--- config.mk ---
export PLATFORM = sky130hd
export DESIGN_NAME = moving_average_calibrated_percent
export DESIGN_NICKNAME = d
export VERILOG_FILES = /design/src/design/mavg_pkg.sv /design/src/design/mavg_front.sv /design/src/design/mavg_queue.sv /design/src/design/mavg_back.sv /design/src/design/moving_average_calibrated_percent.sv
export VERILOG_INCLUDE_DIRS = /design/src /design/src/design
export SDC_FILE = /design/constraint.sdc
export NUM_CORES = 1
export LEC_CHECK = 0
export ABC_AREA = 1
export BUFFER_PORTS_ARGS = -buffer_cell sky130_fd_sc_hd__buf_2
export CAP_MARGIN = 10
export CORE_MARGIN = 1
export CORE_UTILIZATION = 55
export DETAILED_ROUTE_END_ITERATION = 8
export PLACE_DENSITY = 0.86
export SYNTH_ARGS = -nofsm -noshare
export SYNTH_HDL_FRONTEND = slang
export SYNTH_SLANG_ARGS = --single-unit
--- constraint.sdc ---
create_clock -name i_clk -period 3.69 [get_ports i_clk]
set_input_delay 0.369 -clock i_clk [delete_from_list [all_inputs] [get_ports i_clk]]
set_output_delay 0.369 -clock i_clk [all_outputs]
set_load 0.01 [all_outputs]
--- src/design/assert_macros.svh ---
// Assertion helpers for the RTL.
`ifndef ASSERT_MACROS_SVH
`define ASSERT_MACROS_SVH

`ifndef ASSERT_OFF
`define ASSERT_RST(lbl, clk, rstn, prop, msg) \
    lbl: assert property (@(posedge clk) disable iff (!rstn) prop) else $error(msg);
`define ASSERT_ALWAYS(lbl, clk, prop, msg) \
    lbl: assert property (@(posedge clk) prop) else $error(msg);
`else
`define ASSERT_RST(lbl, clk, rstn, prop, msg)
`define ASSERT_ALWAYS(lbl, clk, prop, msg)
`endif

`endif

--- src/design/mavg_pkg.sv ---
package mavg_pkg;

    localparam int WINDOW    = 8;
    localparam int LEVEL_W   = 12;
    localparam int WIN_SHIFT = $clog2(WINDOW);
    localparam int WPOS_W    = (WINDOW > 1) ? $clog2(WINDOW) : 1;
    localparam int TOTAL_W   = LEVEL_W + WIN_SHIFT;
    localparam int QUO_W     = 14;
    localparam int DVD_W     = LEVEL_W + QUO_W;

    localparam logic [QUO_W-1:0]   FULL_SCALE = 14'd10000;
    localparam logic [LEVEL_W-1:0] DRY_RESET  = 12'd3000;
    localparam logic [LEVEL_W-1:0] WET_RESET  = 12'd1200;

    localparam logic [1:0] K_ZERO = 2'd0;
    localparam logic [1:0] K_FULL = 2'd1;
    localparam logic [1:0] K_DIV  = 2'd2;

    localparam int QDEPTH = 2;
    localparam int QPTR_W = 1;
    localparam int QCNT_W = 2;

    typedef struct packed {
        logic [LEVEL_W-1:0] dry;
        logic [LEVEL_W-1:0] wet;
    } t_cal;

    typedef struct packed {
        logic [1:0]         kind;
        logic [LEVEL_W-1:0] avg;
        logic [LEVEL_W-1:0] num;
        logic [LEVEL_W-1:0] span;
    } t_job;

endpackage

--- src/design/mavg_front.sv ---
module mavg_front
    import mavg_pkg::*;
(
    input  logic               i_clk,
    input  logic               i_rst_n,
    input  t_cal               i_cal,
    input  logic               i_valid,
    output logic               o_ready,
    input  logic [LEVEL_W-1:0] i_sample,
    output logic               o_push,
    output t_job               o_job,
    input  logic               i_full
);

    logic [LEVEL_W-1:0] r_ring [WINDOW];
    logic [WPOS_W-1:0]  r_pos;
    logic [TOTAL_W-1:0] r_total;
    logic               r_pend;

    logic [TOTAL_W-1:0] n_total;
    logic [LEVEL_W-1:0] avg;
    logic               accept;

    assign o_ready = !r_pend;
    assign accept  = i_valid && !r_pend;
    assign n_total = r_total - TOTAL_W'(r_ring[r_pos]) + TOTAL_W'(i_sample);
    assign avg     = r_total[TOTAL_W-1:WIN_SHIFT];

    always_ff @(posedge i_clk) begin
        if (!i_rst_n) begin
            for (int i = 0; i < WINDOW; i++) begin
                r_ring[i] <= '0;
            end
            r_pos   <= '0;
            r_total <= '0;
            r_pend  <= 1'b0;
        end else begin
            if (accept) begin
                r_ring[r_pos] <= i_sample;
                r_total       <= n_total;
                r_pend        <= 1'b1;
                if (r_pos == WPOS_W'(WINDOW - 1)) begin
                    r_pos <= '0;
                end else begin
                    r_pos <= r_pos + 1'b1;
                end
            end else if (r_pend && !i_full) begin
                r_pend <= 1'b0;
            end
        end
    end

    // classify the average against the calibration levels
    always_comb begin
        o_job.avg  = avg;
        o_job.num  = i_cal.dry - avg;
        o_job.span = i_cal.dry - i_cal.wet;
        if (avg >= i_cal.dry) begin
            o_job.kind = K_ZERO;
        end else if (avg <= i_cal.wet) begin
            o_job.kind = K_FULL;
        end else begin
            o_job.kind = K_DIV;
        end
    end

    assign o_push = r_pend && !i_full;

endmodule

--- src/design/mavg_queue.sv ---
module mavg_queue
    import mavg_pkg::*;
(
    input  logic i_clk,
    input  logic i_rst_n,
    input  logic i_push,
    input  t_job i_data,
    output logic o_full,
    input  logic i_pop,
    output t_job o_data,
    output logic o_empty
);

    t_job              r_mem [QDEPTH];
    logic [QPTR_W-1:0] r_wptr;
    logic [QPTR_W-1:0] r_rptr;
    logic [QCNT_W-1:0] r_cnt;

    assign o_full  = (r_cnt == QCNT_W'(QDEPTH));
    assign o_empty = (r_cnt == '0);
    assign o_data  = r_mem[r_rptr];

    always_ff @(posedge i_clk) begin
        if (i_push) begin
            r_mem[r_wptr] <= i_data;
        end
    end

    always_ff @(posedge i_clk) begin
        if (!i_rst_n) begin
            r_wptr <= '0;
            r_rptr <= '0;
            r_cnt  <= '0;
        end else begin
            if (i_push) begin
                r_wptr <= r_wptr + 1'b1;
            end
            if (i_pop) begin
                r_rptr <= r_rptr + 1'b1;
            end
            case ({i_push, i_pop})
                2'b10:   r_cnt <= r_cnt + 1'b1;
                2'b01:   r_cnt <= r_cnt - 1'b1;
                default: r_cnt <= r_cnt;
            endcase
        end
    end

endmodule

--- src/design/mavg_back.sv ---
`include "assert_macros.svh"

module mavg_back
    import mavg_pkg::*;
(
    input  logic        i_clk,
    input  logic        i_rst_n,
    input  t_job        i_job,
    input  logic        i_empty,
    output logic        o_pop,
    output logic        o_valid,
    input  logic        i_ready,
    output logic [31:0] o_data
);

    localparam int CNT_W = $clog2(QUO_W);
    localparam logic [1:0] S_IDLE = 2'd0;
    localparam logic [1:0] S_MUL  = 2'd1;
    localparam logic [1:0] S_DIV  = 2'd2;

    logic [1:0]         r_state;
    logic [CNT_W-1:0]   r_cnt;
    logic [LEVEL_W-1:0] r_num;
    logic [LEVEL_W-1:0] r_span;
    logic [LEVEL_W-1:0] r_avg;
    logic [LEVEL_W-1:0] r_rem;
    logic [QUO_W-1:0]   r_low;
    logic [QUO_W-1:0]   r_quo;
    logic               r_out_valid;
    logic [QUO_W-1:0]   r_moist;
    logic [LEVEL_W-1:0] r_out_avg;

    logic [DVD_W-1:0]   prod;
    logic [LEVEL_W:0]   trial;
    logic               qbit;
    logic [LEVEL_W:0]   diff;

    assign o_pop   = (r_state == S_IDLE) && !i_empty && !r_out_valid;
    assign o_valid = r_out_valid;
    assign o_data  = {{(32 - LEVEL_W - QUO_W){1'b0}}, r_out_avg, r_moist};

    assign prod  = DVD_W'(r_num) * DVD_W'(FULL_SCALE);
    assign trial = {r_rem, r_low[QUO_W-1]};
    assign diff  = trial - {1'b0, r_span};
    assign qbit  = (trial >= {1'b0, r_span});

    always_ff @(posedge i_clk) begin
        if (!i_rst_n) begin
            r_state     <= S_IDLE;
            r_cnt       <= '0;
            r_out_valid <= 1'b0;
        end else begin
            if (r_out_valid && i_ready) begin
                r_out_valid <= 1'b0;
            end
            case (r_state)
                S_IDLE: begin
                    if (o_pop) begin
                        r_num  <= i_job.num;
                        r_span <= i_job.span;
                        r_avg  <= i_job.avg;
                        if (i_job.kind == K_DIV) begin
                            r_state <= S_MUL;
                        end else begin
                            r_out_avg   <= i_job.avg;
                            r_moist     <= (i_job.kind == K_FULL) ? FULL_SCALE : '0;
                            r_out_valid <= 1'b1;
                        end
                    end
                end
                S_MUL: begin
                    r_rem   <= prod[DVD_W-1:QUO_W];
                    r_low   <= prod[QUO_W-1:0];
                    r_quo   <= '0;
                    r_cnt   <= '0;
                    r_state <= S_DIV;
                end
                S_DIV: begin
                    r_rem <= qbit ? diff[LEVEL_W-1:0] : trial[LEVEL_W-1:0];
                    r_low <= {r_low[QUO_W-2:0], 1'b0};
                    r_quo <= {r_quo[QUO_W-2:0], qbit};
                    r_cnt <= r_cnt + 1'b1;
                    if (r_cnt == CNT_W'(QUO_W - 1)) begin
                        r_out_avg   <= r_avg;
                        r_moist     <= {r_quo[QUO_W-2:0], qbit};
                        r_out_valid <= 1'b1;
                        r_state     <= S_IDLE;
                    end
                end
                default: r_state <= S_IDLE;
            endcase
        end
    end

    `ASSERT_RST(a_rem_below_span, i_clk, i_rst_n, (r_state == S_DIV) |-> (r_rem < r_span), "remainder not below span")
    `ASSERT_RST(a_moist_range, i_clk, i_rst_n, r_out_valid |-> (r_moist <= FULL_SCALE), "moisture out of range")
    `ASSERT_RST(a_div_done, i_clk, i_rst_n, ((r_state == S_DIV) && (r_cnt == CNT_W'(QUO_W - 1))) |=> (r_out_valid && (r_state == S_IDLE)), "division end lost")
    `ASSERT_ALWAYS(a_reset_idle, i_clk, !i_rst_n |=> (!r_out_valid && (r_state == S_IDLE)), "reset did not clear back end")

endmodule

--- src/design/moving_average_calibrated_percent.sv ---
// Moving-average moisture reader with dry/wet calibration.
// Input beats carry one 12-bit converter sample; output beats carry the
// moisture in hundredths of a percent (0..10000) and the window average.
// Every input beat yields exactly one output beat, in order.
// The front end adds the sample to an 8-entry ring and its running total,
// then classifies the registered average and pushes a job into a
// two-entry queue. The back end answers clamped jobs at once and runs a
// restoring divider, one quotient bit per cycle, for the rest.
// The back end takes one job at a time and pops the next only after the
// previous output beat is taken; a divided job passes through the product
// load, 14 divider steps and the output beat.
// A stalled output holds its beat; the queue keeps taking jobs until it
// fills, and s_axis_tready is low while the front end holds an unpushed job.
// Reset clears the ring, the running total and the write position, so the
// first averages include zeros, and loads dry 3000 and wet 1200.
// APB: dry_level at 0x0, wet_level at 0x4; write only while idle.
module moving_average_calibrated_percent
    import mavg_pkg::*;
(
    input  logic        i_clk,
    input  logic        i_rst_n,
    input  logic        s_axis_tvalid,
    output logic        s_axis_tready,
    input  logic [15:0] s_axis_tdata,   // [11:0] sample
    output logic        m_axis_tvalid,
    input  logic        m_axis_tready,
    output logic [31:0] m_axis_tdata,   // [13:0] moisture_hundredths, [25:14] window_average
    input  logic        psel,
    input  logic        penable,
    input  logic        pwrite,
    input  logic [2:0]  paddr,
    input  logic [31:0] pwdata,
    output logic [31:0] prdata,
    output logic        pready
);

    t_cal r_cal;
    logic q_push;
    logic q_full;
    logic q_pop;
    logic q_empty;
    t_job f_job;
    t_job q_job;

    assign pready = 1'b1;
    assign prdata = {{(32 - LEVEL_W){1'b0}}, paddr[2] ? r_cal.wet : r_cal.dry};

    always_ff @(posedge i_clk) begin
        if (!i_rst_n) begin
            r_cal.dry <= DRY_RESET;
            r_cal.wet <= WET_RESET;
        end else if (psel && penable && pwrite && pready) begin
            if (paddr[2]) begin
                r_cal.wet <= pwdata[LEVEL_W-1:0];
            end else begin
                r_cal.dry <= pwdata[LEVEL_W-1:0];
            end
        end
    end

    mavg_front u_front (
        .i_clk    (i_clk),
        .i_rst_n  (i_rst_n),
        .i_cal    (r_cal),
        .i_valid  (s_axis_tvalid),
        .o_ready  (s_axis_tready),
        .i_sample (s_axis_tdata[LEVEL_W-1:0]),
        .o_push   (q_push),
        .o_job    (f_job),
        .i_full   (q_full)
    );

    mavg_queue u_queue (
        .i_clk   (i_clk),
        .i_rst_n (i_rst_n),
        .i_push  (q_push),
        .i_data  (f_job),
        .o_full  (q_full),
        .i_pop   (q_pop),
        .o_data  (q_job),
        .o_empty (q_empty)
    );

    mavg_back u_back (
        .i_clk   (i_clk),
        .i_rst_n (i_rst_n),
        .i_job   (q_job),
        .i_empty (q_empty),
        .o_pop   (q_pop),
        .o_valid (m_axis_tvalid),
        .i_ready (m_axis_tready),
        .o_data  (m_axis_tdata)
    );

endmodule
# Word level (Yosys, flattened, before mapping)
# Memory sizes are Yosys's and may differ from the RTL's. A register that Yosys moved wholly into a read port is not among the register bits.
# Index checks and enable logic that the tools add are counted.
[op_classes] n_addsub=11 mul=1 n_lt_le_gt_ge=3 n_eq_ne=13 mux=43 bitwise=1 reduce_logical=24
[ops] op="12-bit 2-to-1 mux" count=6
[ops] op="14-bit 2-to-1 mux" count=4
[ops] op="14-bit one-hot mux with 2 select lines" count=2
[ops] op="12-bit one-hot mux with 2 select lines" count=2
[ops] op="12-bit subtractor" count=3
[ops] op="13-bit one-hot mux with 2 select lines" count=1
[ops] op="12-bit by 10-bit multiplier with 22-bit output (second input constant)" count=1
[ops] op="15-bit by 12-bit adder with 15-bit output" count=1
[ops] op="1-bit 2-to-1 mux" count=15
[ops] op="15-bit by 12-bit subtractor with 15-bit output" count=1
[ops] op="13-bit by 12-bit greater-or-equal comparator with 1-bit output" count=1
[ops] op="12-bit greater-or-equal comparator" count=1
[ops] op="12-bit <= comparator" count=1
[ops] op="3-bit 2-to-1 mux" count=4
[ops] op="12-bit OR reduction" count=1
[ops] op="2-bit 2-to-1 mux" count=5
[ops] op="2-bit equality test (second input constant)" count=4
[ops] op="4-bit one-hot mux with 2 select lines" count=1
[ops] op="2-bit nonzero test" count=4
[ops] op="1-bit logical AND" count=7
[ops] op="2-bit by 1-bit equality test with 1-bit output (second input constant)" count=3
[ops] op="2-bit != test (second input constant)" count=3
[ops] op="2-bit one-hot mux with 3 select lines" count=1
[ops] op="2-bit AND reduction" count=3
[ops] op="15 further kinds" count=21
[word_totals] regBits=155 mem_bits_rw=172 input_bits=58 output_inout_bits=67 elab_cells=117 mem_count=2
[mem_list] memory="u_front.r_ring" words=8 width=12 read_ports=1 rd_clocked_by_memory_dff=1 write_ports=8 line_no="mavg_front.sv:15" text="logic [LEVEL_W-1:0] r_ring [WINDOW];"
[mem_list] memory="u_queue.r_mem" words=2 width=38 read_ports=1 rd_clocked_by_memory_dff=1 write_ports=1 line_no="mavg_queue.sv:14" text="t_job r_mem [QDEPTH];"

# Logic depth before layout (Yosys ltp)
[logic_depth] word_depth=7 depth_mapped=22 depth_no_buf=21

# Modules after synthesis
# A second synthesis with hierarchy kept.
[hier_totals] cells_unflattened=2052 area_unflattened_um2=19148.4
[by_module_without_submodules] module="mavg_front" instances=1 cells_per_inst=954 area_each_um2=7891.3 seq_area_each_um2=3323.2
[by_module_without_submodules] module="mavg_back" instances=1 cells_per_inst=751 area_each_um2=6949.2 seq_area_each_um2=3052.9
[by_module_without_submodules] module="mavg_queue" instances=1 cells_per_inst=153 area_each_um2=3050.4 seq_area_each_um2=2382.3
[by_module_without_submodules] module="moving_average_calibrated_percent" instances=1 cells_per_inst=194 area_each_um2=1257.5 seq_area_each_um2=480.5

# Worst setup path before layout
# OpenSTA, ideal clock, no wires.
[synth_path] kind="register to register" startpoint="register u_back.r_num[4]" endpoint="register u_back.r_rem[2] (data pin)" setup_time_ns=0.254 arrival_time_ns=3.729 required_time_ns=3.436 path_slack_ns=-0.293 stages_incl_launch_ff=20 n_path_buf=0 period_less_slack_ns=3.983 cell_sequence="edfxtp_1 > inv_1 > fa_1 > inv_1 > ha_1 > inv_1 > fa_1 > inv_1 > ha_1 > inv_1 > fa_1 > inv_1 > ha_1 > nand2_1 > nor2_1 > nor2_1 > nand2_1 > or2_2 > nand3_1 > nand2_1"
[synth_between] elab_chain_len=2
[synth_rtl] element="start, declared" line_no="mavg_back.sv:23" text="logic [LEVEL_W-1:0] r_num;"
[synth_rtl] element="start signal, assigned" line_no="mavg_back.sv:59" text="r_num <= i_job.num;"
[synth_rtl] element="12-bit by 10-bit multiplier with 22-bit output" line_no="mavg_back.sv:42" text="assign prod = DVD_W'(r_num) * DVD_W'(FULL_SCALE);"
[synth_rtl] element="12-bit one-hot mux with 2 select lines" line_no="mavg_back.sv:56" text="case (r_state)"
[synth_rtl] element="end signal, assigned" line_no="mavg_back.sv:72" text="r_rem <= prod[DVD_W-1:QUO_W];"
[synth_rtl] element="end signal, assigned" line_no="mavg_back.sv:79" text="r_rem <= qbit ? diff[LEVEL_W-1:0] : trial[LEVEL_W-1:0];"
[synth_rtl] element="end, declared" line_no="mavg_back.sv:26" text="logic [LEVEL_W-1:0] r_rem;"
# No other way between the ends.
# A chain may end at the register's enable or synchronous reset.

# Worst setup path after layout
[layout_path] startpoint="register u_back.r_num[5]" endpoint="register u_back.r_rem[2] (data pin)"
# Same word-level chain as after synthesis.

==> results by stage <==
Setup path:
- Walking the worst path, the cells encountered are inv_2, fa_1, inv_2, ha_4, inv_2, fa_1, inv_1, ha_1, inv_1, fa_1, inv_2, ha_4, nand2_4, nor2_4, nor2_2, nand2_2, or2_4, nand3_2, nand2_1.
- The critical path launch point type is a flop.
- For this run, the slowest stage of the critical path takes 0.55 ns.
- STA classifies the critical path endpoint as a flop.
- The largest individual stage delay along the critical path comes from the cell fa_1.
- Data arrives at the worst endpoint at 4.28 ns.
- By instance count, the cell type seen most on the critical path is inv_2.
- Of all nets on the critical path, the largest fanout is 4.
- Data on the critical path is required at its endpoint by 3.96 ns.
- The category of the most critical setup path is flop to flop.

Placed design:
- The quantity of I/O buffers inserted on ports is 71.
- The number of placed instances, taps included, is 2,421.
- The final weighted congestion in routability-driven placement is 0.941.
- The detailed placer's ending HPWL is 30.4 mm.

Drt:
- Wires add up to 43.0 mm.
- The via total after detailed routing is 13,700.
- The final routed wire length divided by cell count is 17.3 µm.
- Using the TritonRoute via totals, the vias-per-cell ratio works out to 5.52.
- The total iterations of the first detailed-routing run is 5.
- After detailed routing, the number of remaining DRC violations is 0.
- The number of DRC markers after the initial detailed-route iteration is 1,339.
- In this run the remaining antenna-violating nets after routing total 0.

Cells and area:
- Leaving out fill and tap cells, the most frequent cell in the layout is nand2_1.
- Across the whole layout, storage elements account for 0.00924 mm².
- In the final design database the tool counted 2,245 nets.
- The footprint of the multi-input gates is 0.00798 mm².
- The fill cell instance count of the final layout is 2,479.
- The share of post-route cells with drive strength above 1 is 14.7%.
- For this run, the number of standard cells in the final layout without fillers is 2,490.
- In the layout the commonest cells are 311 x nand2_1, 269 x edfxtp_1, 252 x nor2_1, 241 x inv_1, 124 x o21ai_0.
- From synthesis to final layout, the design area changed by 13.3%.
- The total inserted antenna cells is 0.

STA:
- Static timing analysis puts the maximum clock frequency at 250 MHz.
- The final max-slew violation count is 0.
- The slew of the pin with the lowest slew margin is 1.14 ns.
- The aggregate negative setup slack is -2.67 ns.
- The number of endpoints with negative hold slack in the final report is 0.
- The final hold slack is 0.0634 ns.
- Setup violations remaining at the end of the flow were counted as 12.
- After layout, the minimum clock period comes to 4.01 ns.
- Setup repair after global routing could not meet its margin everywhere.
- Of the available clock period, the critical path in the final layout requires 109%.
- The worst-case clock skew is 0.0201 ns.
- Measured against its own limit, the worst slew margin works out to 23.5%.
- The post-layout worst setup margin is -0.317 ns.

Clock network:
- The TritonCTS clock tree is built.
- The root buffer cell is clkbuf_16.
- TritonCTS created 36 clock buffers.
- Clock-pin slew was measured on the worst setup and hold paths at 0.07 ns.
- The tree built by TritonCTS fans out to 327 sinks.
- The later-pin clock latency in the skew report is 0.53 ns.
- The clock passes through at most 3 buffers.
- The H-tree was split into 2 levels.

Floorplan:
- The top-level port count is 125.
- The die outline height is 184 µm.
- The initial utilization of the core area, before any placement, comes to 56.0%.
- The number of rows in the core area is 66.
- The floorplan step defined a core boundary enclosing 0.0326 mm².
- Measured along the x axis, the die boundary spans 184 µm.
- The floorplan step defined a die boundary enclosing 0.0339 mm².

Synthesis:
- For this run, the number of Yosys warnings is 0.
- Averaged over all synthesized cells, the footprint is 9.53 µm².
- By area the synthesized netlist is led by edfxtp_1 44%, ha_1 8.8%, nand2_1 6.7%.
- The cell count after synthesis is 1,916.
- Counting flops and latches in the post-synthesis netlist gives 327.
- The top cell type by area accounts for 44.2% of the synthesized area.
- The cell area that synthesis handed to floorplanning was 0.0183 mm².
- The number of distinct library cells after synthesis is 46.
- The largest total area in the synthesized netlist belongs to edfxtp_1.
- Of the synthesized area, sequential elements account for 50.6%.

Outcome:
- The final reports fail on negative setup slack.
- The run finished, with violations left.

Worst hold path:
- In this run the worst hold path is classified as primary input to flop.

Global routing:
- The maximum number of pins on one net before global-route repair is 49.
- Global routing used 25.2% of the available tracks.
- The total overflow left after global routing is 0.
- The via count of the first global-routing pass is 13,300.
- The number of antenna violations at the first check in global routing came to 2.
- The first global-routing pass estimated 66.4 mm of wire.

Pwr:
- The final total power is 22,100 µW.
- The static leakage power is 0.00916 µW.
- Power spread over the standard cell area amounts to 1070 mW/mm².
- The maximum ir drop on the vdd rail is 0.00120 V.

Flow run:
- The number of max-cap violations is 0.
## critical path: cells and delay by family (launching register included)
family	cells	cell delay [ns]
and+or+nand+nor	7	0.82
buffers and inverters	6	0.29
DFF	1	0.36
adders and majority gates	6	2.31
## state kept, by name, summed over array words and instances (netlist names), named ones only
name,count
u_back.r_out_avg,12
u_back.o_valid,1
u_front.r_pos,3
u_queue.r_rptr,1
u_back.r_moist,14
u_back.r_quo,13
u_back.r_cnt,4
u_queue.r_wptr,1
u_back.r_state,2
u_back.r_low,10
r_cal,24
u_back.r_span,12
u_back.r_avg,12
u_queue.r_mem,76
u_back.r_rem,12
u_queue.r_cnt,2
u_front.r_ring,96
u_front.r_pend,1
u_front.r_total,15
u_back.r_num,12
## report_power, final
group | internal (µW) | switching (µW)
Sequential | 5190 | 337
Clock | 1950 | 1460
Combinational | 5460 | 7740
## final timing paths
kind                                                      start                              end  slack [ns]  depth (start not counted)
worst max register to register        u_back.r_num[5]$_DFFE_PP_        u_back.r_rem[2]$_DFFE_PP_       -0.32                         19
worst max-delay path                  u_back.r_num[5]$_DFFE_PP_        u_back.r_rem[2]$_DFFE_PP_       -0.32                         19
worst min-delay path                                 pwdata[11]           r_cal[23]$_SDFFE_PN1P_        0.06                          3
worst min register to register  u_front.r_total[0]$_SDFFE_PN0P_  u_front.r_total[0]$_SDFFE_PN0P_        0.47                          2
## final cells by class
| cell class | count | area share, % |
|---|---|---|
| clock buffers | 42 | 4.46 |
| repair buffers | 125 | 3.82 |
| inverters | 268 | 4.86 |
| clock inverters | 23 | 0.932 |
| multi-input cells | 1263 | 38.6 |
| well taps | 442 | 2.67 |
| flip-flops and latches | 327 | 44.7 |
## cells in the mapped netlist, drive strengths merged
library cell / count
nor2: 262
a21o: 2
nor3: 9
xor2: 20
mux2: 36
a31oi: 13
a21boi: 1
o211ai: 1
a211oi: 6
nand3b: 10
or2: 2
o2111ai: 2
o21bai: 2
inv: 257
xnor2: 16
conb: 2
o21a: 4
o31ai: 1
ha: 128
o21ai: 139
and3: 2
fa: 38
o22ai: 12
edfxtp: 269
nand2: 335
nand4: 20
buf: 51
and2: 2
o221ai: 1
dfxtp: 58
a21oi: 90
nor4: 1
clkinv: 11
clkbuf: 32
nand3: 81
## stage by stage
step	instance area, µm²	setup slack (ns)	util (%)
floorplan	18400	-0.0869	-
global placement	19300	-0.179	59.2
detailed placement	19300	-0.297	59.2
CTS	20600	-0.244	63.0
global route	20700	-0.483	63.4
finish	20700	-0.317	63.4
## metal layers
layer | up-vias | part of all wire [%] | GRT usage (%)
met1 | 6448 | 39 | 30.8
met2 | 598 | 50 | 44.4
met3 | 149 | 6.9 | 3.26
met4 | 4 | 4.5 | 11.6
met5 | - | 0.060 | 0
li1 | 6535 | - | -
## cell families (layout without fill, tap and decap cells)
logic type | after synthesis | in the layout | share of synthesized area, %
AO/OA/AOI/OAI | 274 | 274 | 8.03
XOR/XNOR | 36 | 36 | 1.73
adder cells (fa/ha/maj) | 166 | 166 | 12.9
buffers and inverters | 351 | 458 | 7.94
flip-flops | 327 | 327 | 50.6
multiplexers | 36 | 36 | 2.22
other | 2 | 27 | 0.0411
AND/OR/NAND/NOR | 724 | 724 | 16.5
## what timing repair did
action	4_1_cts	5_1_grt
endpoints found under the setup margin	11	12
hold buffers	0	0
pin swaps	15	21
setup buffers	2	2
resized for setup	24	30
Note: power is estimated with default switching activity, not from simulation.
